==> src/assert_macros.svh <==
`ifndef ASSERT_MACROS_SVH
`define ASSERT_MACROS_SVH

// Same-cycle implication, disabled while reset is active.
`define ASSERT_IMPLY(label, clk, rst_n, pre, con, msg) \
    label: assert property (@(posedge clk) disable iff (!rst_n) (pre) |-> (con)) \
        else $error(msg);

// Next-cycle implication, disabled while reset is active.
`define ASSERT_NEXT(label, clk, rst_n, pre, con, msg) \
    label: assert property (@(posedge clk) disable iff (!rst_n) (pre) |=> (con)) \
        else $error(msg);

`endif

==> src/tsam_pkg.sv <==
package tsam_pkg;

    localparam int COORD_W      = 12;
    localparam int PRESS_W      = 12;
    localparam int LAST_W       = 11;
    localparam int CFG_IDX_W    = 3;
    localparam int ROT_W        = 2;
    localparam int PROD_W       = COORD_W + LAST_W;
    localparam int S_TDATA_W    = 40;
    localparam int M_TDATA_W    = 24;
    localparam int DEF_SAMPLES  = 4;
    localparam int MIN_VALID    = 2;
    localparam int COORD_HIGH_I = 4000;

    localparam logic [PRESS_W-1:0] TOUCH_THRESHOLD = 12'd100;
    localparam logic [COORD_W-1:0] COORD_LOW       = 12'd100;
    localparam logic [COORD_W-1:0] COORD_HIGH      = 12'd4000;
    localparam logic [COORD_W-1:0] SCREEN_LIMIT    = 12'd2048;

    localparam logic [COORD_W-1:0] RST_CAL_MIN = 12'd200;
    localparam logic [COORD_W-1:0] RST_CAL_MAX = 12'd3800;
    localparam logic [COORD_W-1:0] RST_WIDTH   = 12'd240;
    localparam logic [COORD_W-1:0] RST_HEIGHT  = 12'd320;

    localparam logic [CFG_IDX_W-1:0] REG_CAL_X_MIN     = 3'd0;
    localparam logic [CFG_IDX_W-1:0] REG_CAL_X_MAX     = 3'd1;
    localparam logic [CFG_IDX_W-1:0] REG_CAL_Y_MIN     = 3'd2;
    localparam logic [CFG_IDX_W-1:0] REG_CAL_Y_MAX     = 3'd3;
    localparam logic [CFG_IDX_W-1:0] REG_SCREEN_WIDTH  = 3'd4;
    localparam logic [CFG_IDX_W-1:0] REG_SCREEN_HEIGHT = 3'd5;
    localparam logic [CFG_IDX_W-1:0] REG_ROTATION      = 3'd6;

    localparam logic [ROT_W-1:0] ROT_NONE = 2'd0;
    localparam logic [ROT_W-1:0] ROT_90   = 2'd1;
    localparam logic [ROT_W-1:0] ROT_180  = 2'd2;
    localparam logic [ROT_W-1:0] ROT_270  = 2'd3;

    typedef enum logic [2:0] {
        ST_IDLE,
        ST_AVG,
        ST_SETUP,
        ST_MUL,
        ST_DIV,
        ST_MAP,
        ST_DONE
    } state_t;

endpackage

==> src/touch_sample_average_map.sv <==
// Touch sample averaging and screen mapping.
// s_ channel: one touch sample per item (pressure, raw X, raw Y). A request
// ends on its SAMPLES_PER_REQUEST-th touched sample or on the first sample
// with pressure at most 100; only that last item yields a result.
// m_ channel: one result per request; tuser is the position-valid flag and
// tdata carries the rotated column and row (both zero when tuser is low).
// cfg_ channel: register writes (index, data), always ready; write only
// while the block is idle.
// A sample that does not end a request leaves the block idle. An ending
// sample with too few valid readings goes straight to the final step.
// Otherwise each axis runs a 23-step restoring divide for the
// average, an 11-step shift-add multiply and a 23-step divide for the
// mapping, one bit per cycle; both divides and both axes share one divider.
// No sample is taken during that time.
// A finished result sits in the output register; a stalled receiver holds
// the block in its final step until the register frees.
// Reset (aresetn low, synchronous) loads the default calibration and
// clears the request state and the output valid flag.
`include "assert_macros.svh"

module touch_sample_average_map
    import tsam_pkg::*;
#(
    parameter int SAMPLES_PER_REQUEST = DEF_SAMPLES
) (
    input  logic                   aclk,
    input  logic                   aresetn,
    input  logic                   s_tvalid,
    output logic                   s_tready,
    input  logic [S_TDATA_W-1:0]   s_tdata,   // pressure_raw, sample_x, sample_y, zero pad
    output logic                   m_tvalid,
    input  logic                   m_tready,
    output logic [M_TDATA_W-1:0]   m_tdata,   // pos_x, pos_y, zero pad
    output logic                   m_tuser,   // position_valid
    input  logic                   cfg_valid,
    output logic                   cfg_ready,
    input  logic [CFG_IDX_W-1:0]   cfg_index,
    input  logic [COORD_W-1:0]     cfg_data
);

    localparam int IDX_W = $clog2(SAMPLES_PER_REQUEST + 1);
    localparam int SUM_W = $clog2(SAMPLES_PER_REQUEST * (COORD_HIGH_I - 1) + 1);
    localparam int DIV_W = (SUM_W > PROD_W) ? SUM_W : PROD_W;
    localparam int CNT_W = $clog2(DIV_W);

    // configuration
    logic [COORD_W-1:0] cal_x_min_reg, cal_x_max_reg, cal_y_min_reg, cal_y_max_reg;
    logic [COORD_W-1:0] width_reg, height_reg;
    logic [ROT_W-1:0]   rotation_reg;

    // request state
    state_t             state_reg, state_next;
    logic [IDX_W-1:0]   idx_reg, idx_next;
    logic [IDX_W-1:0]   vcnt_reg, vcnt_next;
    logic [SUM_W-1:0]   sum_x_reg, sum_x_next, sum_y_reg, sum_y_next;
    logic               good_reg, good_next;
    logic               axis_reg, axis_next;
    logic [CNT_W-1:0]   cnt_reg, cnt_next;

    // serial arithmetic
    logic [DIV_W-1:0]   quo_reg, quo_next;
    logic [COORD_W-1:0] rem_reg, rem_next;
    logic [COORD_W-1:0] den_reg, den_next;
    logic [COORD_W-1:0] mcand_reg, mcand_next;
    logic [LAST_W-1:0]  mlt_reg, mlt_next;
    logic               dneg_reg, dneg_next;
    logic               zero_reg, zero_next;
    logic               inv_reg, inv_next;
    logic [LAST_W-1:0]  sx_reg, sx_next, sy_reg, sy_next;

    // output register
    logic               m_tvalid_reg, m_tvalid_next;
    logic               m_tuser_reg, m_tuser_next;
    logic [M_TDATA_W-1:0] m_tdata_reg, m_tdata_next;

    logic [PRESS_W-1:0] s_pressure;
    logic [COORD_W-1:0] s_x, s_y;
    logic               s_fire, touched, take, done, enough, out_free;
    logic [IDX_W-1:0]   idx_inc, vcnt_acc;
    logic [SUM_W-1:0]   sum_x_acc, sum_y_acc;
    logic               cnt_div_end, cnt_mul_end;

    logic [LAST_W-1:0]  w_last, h_last, last_sel;
    logic [COORD_W-1:0] cmin_sel, cmax_sel, lo, hi, avg;
    logic               inv_sel;
    logic [COORD_W:0]   trial;
    logic               trial_ge;
    logic [LAST_W-1:0]  qsat, map_res;
    logic [LAST_W-1:0]  rx, ry;

    assign s_pressure = s_tdata[PRESS_W-1:0];
    assign s_x        = s_tdata[PRESS_W +: COORD_W];
    assign s_y        = s_tdata[PRESS_W+COORD_W +: COORD_W];

    assign s_tready  = (state_reg == ST_IDLE);
    assign s_fire    = s_tvalid && s_tready;
    assign cfg_ready = 1'b1;
    assign m_tvalid  = m_tvalid_reg;
    assign m_tuser   = m_tuser_reg;
    assign m_tdata   = m_tdata_reg;
    assign out_free  = !m_tvalid_reg || m_tready;

    // sample intake
    assign touched   = s_pressure > TOUCH_THRESHOLD;
    assign take      = touched && (s_x > COORD_LOW) && (s_x < COORD_HIGH)
                       && (s_y > COORD_LOW) && (s_y < COORD_HIGH);
    assign idx_inc   = idx_reg + IDX_W'(1);
    assign sum_x_acc = sum_x_reg + (take ? SUM_W'(s_x) : SUM_W'(0));
    assign sum_y_acc = sum_y_reg + (take ? SUM_W'(s_y) : SUM_W'(0));
    assign vcnt_acc  = vcnt_reg + IDX_W'(take);
    assign done      = !touched || (idx_inc >= IDX_W'(SAMPLES_PER_REQUEST));
    assign enough    = vcnt_acc >= IDX_W'(MIN_VALID);

    assign cnt_div_end = (cnt_reg == CNT_W'(DIV_W - 1));
    assign cnt_mul_end = (cnt_reg == CNT_W'(LAST_W - 1));

    // effective last column and row: zero size acts as one, oversize as the limit
    always_comb begin
        if (width_reg == '0) begin
            w_last = '0;
        end else if (width_reg > SCREEN_LIMIT) begin
            w_last = {LAST_W{1'b1}};
        end else begin
            w_last = LAST_W'(width_reg - COORD_W'(1));
        end
        if (height_reg == '0) begin
            h_last = '0;
        end else if (height_reg > SCREEN_LIMIT) begin
            h_last = {LAST_W{1'b1}};
        end else begin
            h_last = LAST_W'(height_reg - COORD_W'(1));
        end
    end

    // per-axis selection; an inverted window is swapped
    assign cmin_sel = axis_reg ? cal_y_min_reg : cal_x_min_reg;
    assign cmax_sel = axis_reg ? cal_y_max_reg : cal_x_max_reg;
    assign last_sel = axis_reg ? h_last : w_last;
    assign inv_sel  = cmin_sel > cmax_sel;
    assign lo       = inv_sel ? cmax_sel : cmin_sel;
    assign hi       = inv_sel ? cmin_sel : cmax_sel;
    assign avg      = quo_reg[COORD_W-1:0];

    // one restoring divide step
    assign trial    = {rem_reg, quo_reg[DIV_W-1]};
    assign trial_ge = trial >= {1'b0, den_reg};

    // quotient is |d|*last/(hi-lo), truncated; apply sign, window direction and clamp
    assign qsat = (quo_reg > DIV_W'(last_sel)) ? last_sel : quo_reg[LAST_W-1:0];
    always_comb begin
        if (zero_reg) begin
            map_res = '0;
        end else if (inv_reg) begin
            map_res = dneg_reg ? last_sel : (last_sel - qsat);
        end else begin
            map_res = dneg_reg ? '0 : qsat;
        end
    end

    always_comb begin
        case (rotation_reg)
            ROT_90: begin
                rx = sy_reg;          ry = w_last - sx_reg;
            end
            ROT_180: begin
                rx = w_last - sx_reg; ry = h_last - sy_reg;
            end
            ROT_270: begin
                rx = h_last - sy_reg; ry = sx_reg;
            end
            default: begin
                rx = sx_reg;          ry = sy_reg;
            end
        endcase
    end

    // next state
    always_comb begin
        state_next = state_reg;
        case (state_reg)
            ST_IDLE: begin
                if (s_fire && done) begin
                    state_next = enough ? ST_AVG : ST_DONE;
                end
            end
            ST_AVG: begin
                if (cnt_div_end) begin
                    state_next = ST_SETUP;
                end
            end
            ST_SETUP: state_next = ST_MUL;
            ST_MUL: begin
                if (cnt_mul_end) begin
                    state_next = ST_DIV;
                end
            end
            ST_DIV: begin
                if (cnt_div_end) begin
                    state_next = ST_MAP;
                end
            end
            ST_MAP: state_next = axis_reg ? ST_DONE : ST_AVG;
            ST_DONE: begin
                if (out_free) begin
                    state_next = ST_IDLE;
                end
            end
            default: state_next = ST_IDLE;
        endcase
    end

    // datapath and outputs
    always_comb begin
        idx_next      = idx_reg;
        vcnt_next     = vcnt_reg;
        sum_x_next    = sum_x_reg;
        sum_y_next    = sum_y_reg;
        good_next     = good_reg;
        axis_next     = axis_reg;
        cnt_next      = cnt_reg;
        quo_next      = quo_reg;
        rem_next      = rem_reg;
        den_next      = den_reg;
        mcand_next    = mcand_reg;
        mlt_next      = mlt_reg;
        dneg_next     = dneg_reg;
        zero_next     = zero_reg;
        inv_next      = inv_reg;
        sx_next       = sx_reg;
        sy_next       = sy_reg;
        m_tvalid_next = m_tvalid_reg && !m_tready;
        m_tuser_next  = m_tuser_reg;
        m_tdata_next  = m_tdata_reg;
        case (state_reg)
            ST_IDLE: begin
                if (s_fire) begin
                    idx_next   = idx_inc;
                    vcnt_next  = vcnt_acc;
                    sum_x_next = sum_x_acc;
                    sum_y_next = sum_y_acc;
                    good_next  = enough;
                    // start the X average
                    axis_next  = 1'b0;
                    quo_next   = DIV_W'(sum_x_acc);
                    rem_next   = '0;
                    den_next   = COORD_W'(vcnt_acc);
                    cnt_next   = '0;
                end
            end
            ST_AVG, ST_DIV: begin
                quo_next = {quo_reg[DIV_W-2:0], trial_ge};
                rem_next = trial_ge ? COORD_W'(trial - {1'b0, den_reg})
                                    : COORD_W'(trial);
                cnt_next = cnt_div_end ? '0 : cnt_reg + CNT_W'(1);
            end
            ST_SETUP: begin
                dneg_next  = avg < lo;
                mcand_next = (avg < lo) ? (lo - avg) : (avg - lo);
                mlt_next   = last_sel;
                den_next   = hi - lo;
                zero_next  = hi == lo;
                inv_next   = inv_sel;
                quo_next   = '0;
                cnt_next   = '0;
            end
            ST_MUL: begin
                // accumulate MSB first
                quo_next = {quo_reg[DIV_W-2:0], 1'b0}
                           + (mlt_reg[LAST_W-1] ? DIV_W'(mcand_reg) : DIV_W'(0));
                mlt_next = {mlt_reg[LAST_W-2:0], 1'b0};
                rem_next = '0;
                cnt_next = cnt_mul_end ? '0 : cnt_reg + CNT_W'(1);
            end
            ST_MAP: begin
                if (axis_reg) begin
                    sy_next = map_res;
                end else begin
                    sx_next   = map_res;
                    axis_next = 1'b1;
                    quo_next  = DIV_W'(sum_y_reg);
                    rem_next  = '0;
                    den_next  = COORD_W'(vcnt_reg);
                    cnt_next  = '0;
                end
            end
            ST_DONE: begin
                if (out_free) begin
                    m_tvalid_next = 1'b1;
                    m_tuser_next  = good_reg;
                    m_tdata_next  = good_reg ? M_TDATA_W'({ry, rx}) : '0;
                    idx_next      = '0;
                    vcnt_next     = '0;
                    sum_x_next    = '0;
                    sum_y_next    = '0;
                    good_next     = 1'b0;
                end
            end
            default: begin
            end
        endcase
    end

    always_ff @(posedge aclk) begin
        if (!aresetn) begin
            state_reg     <= ST_IDLE;
            idx_reg       <= '0;
            vcnt_reg      <= '0;
            sum_x_reg     <= '0;
            sum_y_reg     <= '0;
            good_reg      <= 1'b0;
            axis_reg      <= 1'b0;
            cnt_reg       <= '0;
            m_tvalid_reg  <= 1'b0;
            cal_x_min_reg <= RST_CAL_MIN;
            cal_x_max_reg <= RST_CAL_MAX;
            cal_y_min_reg <= RST_CAL_MIN;
            cal_y_max_reg <= RST_CAL_MAX;
            width_reg     <= RST_WIDTH;
            height_reg    <= RST_HEIGHT;
            rotation_reg  <= ROT_NONE;
        end else begin
            state_reg    <= state_next;
            idx_reg      <= idx_next;
            vcnt_reg     <= vcnt_next;
            sum_x_reg    <= sum_x_next;
            sum_y_reg    <= sum_y_next;
            good_reg     <= good_next;
            axis_reg     <= axis_next;
            cnt_reg      <= cnt_next;
            m_tvalid_reg <= m_tvalid_next;
            if (cfg_valid && cfg_ready) begin
                case (cfg_index)
                    REG_CAL_X_MIN:     cal_x_min_reg <= cfg_data;
                    REG_CAL_X_MAX:     cal_x_max_reg <= cfg_data;
                    REG_CAL_Y_MIN:     cal_y_min_reg <= cfg_data;
                    REG_CAL_Y_MAX:     cal_y_max_reg <= cfg_data;
                    REG_SCREEN_WIDTH:  width_reg     <= cfg_data;
                    REG_SCREEN_HEIGHT: height_reg    <= cfg_data;
                    REG_ROTATION:      rotation_reg  <= cfg_data[ROT_W-1:0];
                    default: begin
                    end
                endcase
            end
        end
    end

    always_ff @(posedge aclk) begin
        quo_reg     <= quo_next;
        rem_reg     <= rem_next;
        den_reg     <= den_next;
        mcand_reg   <= mcand_next;
        mlt_reg     <= mlt_next;
        dneg_reg    <= dneg_next;
        zero_reg    <= zero_next;
        inv_reg     <= inv_next;
        sx_reg      <= sx_next;
        sy_reg      <= sy_next;
        m_tuser_reg <= m_tuser_next;
        m_tdata_reg <= m_tdata_next;
    end

    `ASSERT_IMPLY(a_invalid_zero, aclk, aresetn, m_tvalid && !m_tuser, m_tdata == '0, "result without position carries non-zero coordinates")
    `ASSERT_IMPLY(a_count_bound, aclk, aresetn, 1'b1, (vcnt_reg <= idx_reg) && (idx_reg <= IDX_W'(SAMPLES_PER_REQUEST)), "sample counters out of range")
    `ASSERT_NEXT(a_state_cleared, aclk, aresetn, (state_reg == ST_DONE) && out_free, (idx_reg == '0) && (vcnt_reg == '0) && (sum_x_reg == '0) && (sum_y_reg == '0), "request state not cleared after result")

endmodule

==> config.mk <==
export PLATFORM = sky130hd
export DESIGN_NAME = touch_sample_average_map
export DESIGN_NICKNAME = d
export VERILOG_FILES = /design/src/tsam_pkg.sv /design/src/touch_sample_average_map.sv
export VERILOG_INCLUDE_DIRS = /design/src /design/src/src
export SDC_FILE = /design/constraint.sdc
export NUM_CORES = 1
export LEC_CHECK = 0
export BUFFER_PORTS_ARGS = -buffer_cell sky130_fd_sc_hd__buf_4
export CAP_MARGIN = 5
export CORE_MARGIN = 2
export CORE_UTILIZATION = 63
export DETAILED_ROUTE_END_ITERATION = 10
export GPL_TIMING_DRIVEN = 0
export PLACE_DENSITY = 0.82
export SYNTH_ARGS = -nofsm -noshare
export SYNTH_HDL_FRONTEND = slang
export SYNTH_SLANG_ARGS = --single-unit
==> constraint.sdc <==
create_clock -name aclk -period 9.15 [get_ports aclk]
set_input_delay 0.4575 -clock aclk [delete_from_list [all_inputs] [get_ports aclk]]
set_output_delay 0.4575 -clock aclk [all_outputs]
set_load 0.01 [all_outputs]
==> metrics list <==
- DRT Wirelength: 49,500 um
- First-pass GRT wire length: 78,000 um
- Max Slew Vio Count: 0
* Slowest stage cell on the critical path: clkbuf_4
- Cell variety after synth: 82
- Maximum clock skew at final layout: 0.0131 ns
* Endpoint with the worst hold slack: cal_x_max_reg[10]$_SDFFE_PN1P_
* Core Box Area: 27,000 um^2
- The via count of the first global-routing pass was 15,100.
* Hold depth: 3
- Most repeated cell in the gate-level netlist after synthesis: nand2_1
* Site row count: 60
* Worst slew margin relative to its limit: 0.231
* Effective utilization at floorplan: 0.643
- Share of final-layout standard cells stronger than drive strength 1: 0.0867
- In the routed layout, each cell is associated on average with a via count of 6.33.
- In this run the register-to-register setup slack is 0.65 ns.
* Final hold slack: 0.219 ns
* Level count of the clock H-tree: 1
- Min-Delay Path Class: in -> reg
- Routed via count: 16,000
- Post-detailed-route count of antenna-violating nets: 0
* Outcome: complete, no violations
- Global placer's final weighted congestion: 0.977
* Finished Core Util: 0.715
- After clock tree synthesis, the clock-pin slew on the worst setup and hold paths is 0.06 ns.
- Die Span Y: 170 um
- The initial antenna violation count was 0.
* Share of synthesized flip-flops with an asynchronous set or reset: 0
- The placed instances occupy a cell area of 18,400 um^2.
- Yosys top cell area share: 0.204
* RSZ-0062 raised after global routing: false
* Synth Register Bits: 237
- Worst Setup Path Type: reg -> reg
- The number of hold violations in the final report came to 0.
- STA classifies the critical path endpoint as a flop.
- TritonCTS sink count: 237
- Sorting the synthesized cells by how often they occur yields nand2_1 (284), nor2_1 (151), ha_1 (127), a21oi_1 (125), dfxtp_1 (119).
- Cell type with the highest aggregate area in the netlist: edfxtp_1
- The share of the Yosys chip area taken by registers is 0.341.
* CTS tree: built
- Count of pins on the block boundary: 88
- Post-Synthesis Mean Instance Area: 8.43 um^2
* Max IR drop VDD: 209 uV
- Die Width: 170 um
- Critical hold path startpoint: cfg_data[10]
- Critical path required time: 9.44 ns
- Number of enable flip-flop cells after synthesis: 118
* Gr usage total: 0.339
* Bufs on Longest Clock Path: 3
* Longest individual stage delay on the worst path: 0.43 ns
- Dividing total power by cell area gives a power density of 278 nW/um^2.
- Startpoint Class: flop
- The number of antenna diodes in the final layout is 0.
- Maximum number of pins on one net before global-route repair: 31
* Die Outline Area: 28,900 um^2
- Overflow after GRT: 0
- At the end of the flow, the number of nets in the layout was 2,367.
- Static leakage power: 7.88 nW
- For the worst setup path, the data arrival time is 8.79 ns.
- By area the synthesized netlist is led by edfxtp_1 (20%), dfxtp_1 (14%), ha_1 (9.1%).
- Slew @ Worst Pin: 1.15 ns
- Later-pin clock latency in the skew report: 0.55 ns
- Final Non-Filler Cells: 2,532
- Max FO, Critical Path: 19
- Among all flip-flop cells after synthesis, the most frequent one is dfxtp_1.
* Maximum Capacitance Violations: 0
* Post-DP HPWL: 38,000 um
- Worst flop-to-flop path startpoint: axis_reg$_SDFFE_PN0P_
- Relative area change from synthesis to final layout: 11.2%
- The endpoint identified for the worst register-to-register timing path is mcand_reg[7]$_DFFE_PP_.
- Placed instance count: 2,484
* WL/cell: 19.5 um
* Router iterations before antenna repair: 7
- Count of final setup violators: 0
- Flip-flop count of the largest register after layout: 23
- The worst register-to-register path has a depth of 28.
- Number of buffers inserted for hold repair after clock tree synthesis: 0
- Count of buffers inserted at the top-level ports: 79
- The worst path needs 8.50 ns of the cycle, external delays included.
- Fillcell total: 2,136
- The tree is rooted in a clkbuf_16.
* Number of buffers added by the clock tree synthesis step: 26
* Post-route DRC violation count: 0
- Synthesis produced 2,062 cells.
- Static timing analysis puts the maximum clock frequency at 118 MHz.
* Final Cycle Share: 0.929
- In this run, the number of DRC markers left after iteration 0 of detailed routing was 1,980.
- Cell Area, Synth: 17,400 um^2
* Yosys Warn Count: 0
- Final non-filler cell area: 19,300 um^2
worst max-delay path: cells and delay by family (launching register included):
| family | cells | cell delay [ns] |
|---|---|---|
| xor+xnor | 1 | 0.09 |
| buf+inv | 10 | 3.02 |
| compound gates | 11 | 2.72 |
| fa+ha+maj | 2 | 0.71 |
| mux | 2 | 0.81 |
| flops | 1 | 0.36 |
| simple gates | 2 | 0.50 |
stage by stage:
step / TNS [ns] / setup WS, ns / power (mW)
floorplan: 0 / 1.59 / 3.47
global placement: -4.50 / -0.803 / 4.08
detailed placement: -6.18 / -0.945 / 4.20
CTS: 0 / 0.227 / 5.29
global route: 0 / 0.161 / 5.66
finish: 0 / 0.654 / 5.37
power breakdown:
group	leakage, nW	switching [mW]	internal, mW
sequential	2.10	0.205	1.46
clock	0.435	0.448	0.640
combinational	5.34	1.63	0.998
total	7.88	2.28	3.09
layer usage:
metal  global-route usage  part of all wire
met5                    0                 0
met3               0.0623             0.092
met4                0.112             0.032
met2                0.551              0.45
met1                0.456              0.42
final cells by class:
| type | instances | area (um^2) | area share |
|---|---|---|---|
| clock buffers | 38 | 767 | 0.0397 |
| plain buffers | 102 | 418 | 0.0216 |
| well taps | 341 | 427 | 0.0221 |
| multi-input cells | 1602 | 10600 | 0.549 |
| clock inverters | 10 | 114 | 0.00589 |
| inverters | 121 | 454 | 0.0235 |
| flip-flops and latches | 237 | 5930 | 0.307 |
| repair buffers | 81 | 612 | 0.0317 |
what timing repair did:
item / in CTS / in global routing
endpoints found under the setup margin: 12 / 3
resized for setup: 5 / 8
buffers inserted: 0 / 0
layout by cell type (no fill, tap or decap), types with 17 or more instances in the layout:
master     instances
clkbuf_16         27
xor2_1            37
inv_1            118
o21ai_0           98
nor2b_1           50
xnor2_1           58
nor3_1            37
dfxtp_1          119
buf_4             83
mux2i_1           51
edfxtp_1         118
ha_1             127
and3_1            17
a21boi_0          53
nor2_1           151
a21oi_1          123
nand2_1          284
mux2_2            24
nand2b_1          21
nand3_1           70
clkbuf_1          87
a21o_1            42
o21a_1            23
a22oi_1           30
and2_1            52
worst max path at each step:
stage                     cells after the start  slack (ns)                endpoint                   from
after global routing                         28        0.16  mcand_reg[7]$_DFFE_PP_  axis_reg$_SDFFE_PN0P_
after global placement                       29       -0.80  mcand_reg[7]$_DFFE_PP_  axis_reg$_SDFFE_PN0P_
after CTS                                    28        0.23  mcand_reg[7]$_DFFE_PP_  axis_reg$_SDFFE_PN0P_
final                                        28        0.65  mcand_reg[7]$_DFFE_PP_  axis_reg$_SDFFE_PN0P_
after floorplan                              29        1.59  mcand_reg[7]$_DFFE_PP_  axis_reg$_SDFFE_PN0P_
after detailed placement                     29       -0.95  mcand_reg[7]$_DFFE_PP_  axis_reg$_SDFFE_PN0P_
cells by family after synthesis:
logic type / Yosys count / share of synthesized area
simple gates: 753 / 0.203
compound gates: 534 / 0.206
flops: 237 / 0.341
buf+inv: 224 / 0.0498
fa+ha+maj: 139 / 0.103
xor+xnor: 95 / 0.0479
mux: 78 / 0.0484
other cells: 2 / 0.000432
No activity file was read; power rests on OpenSTA's default activity.
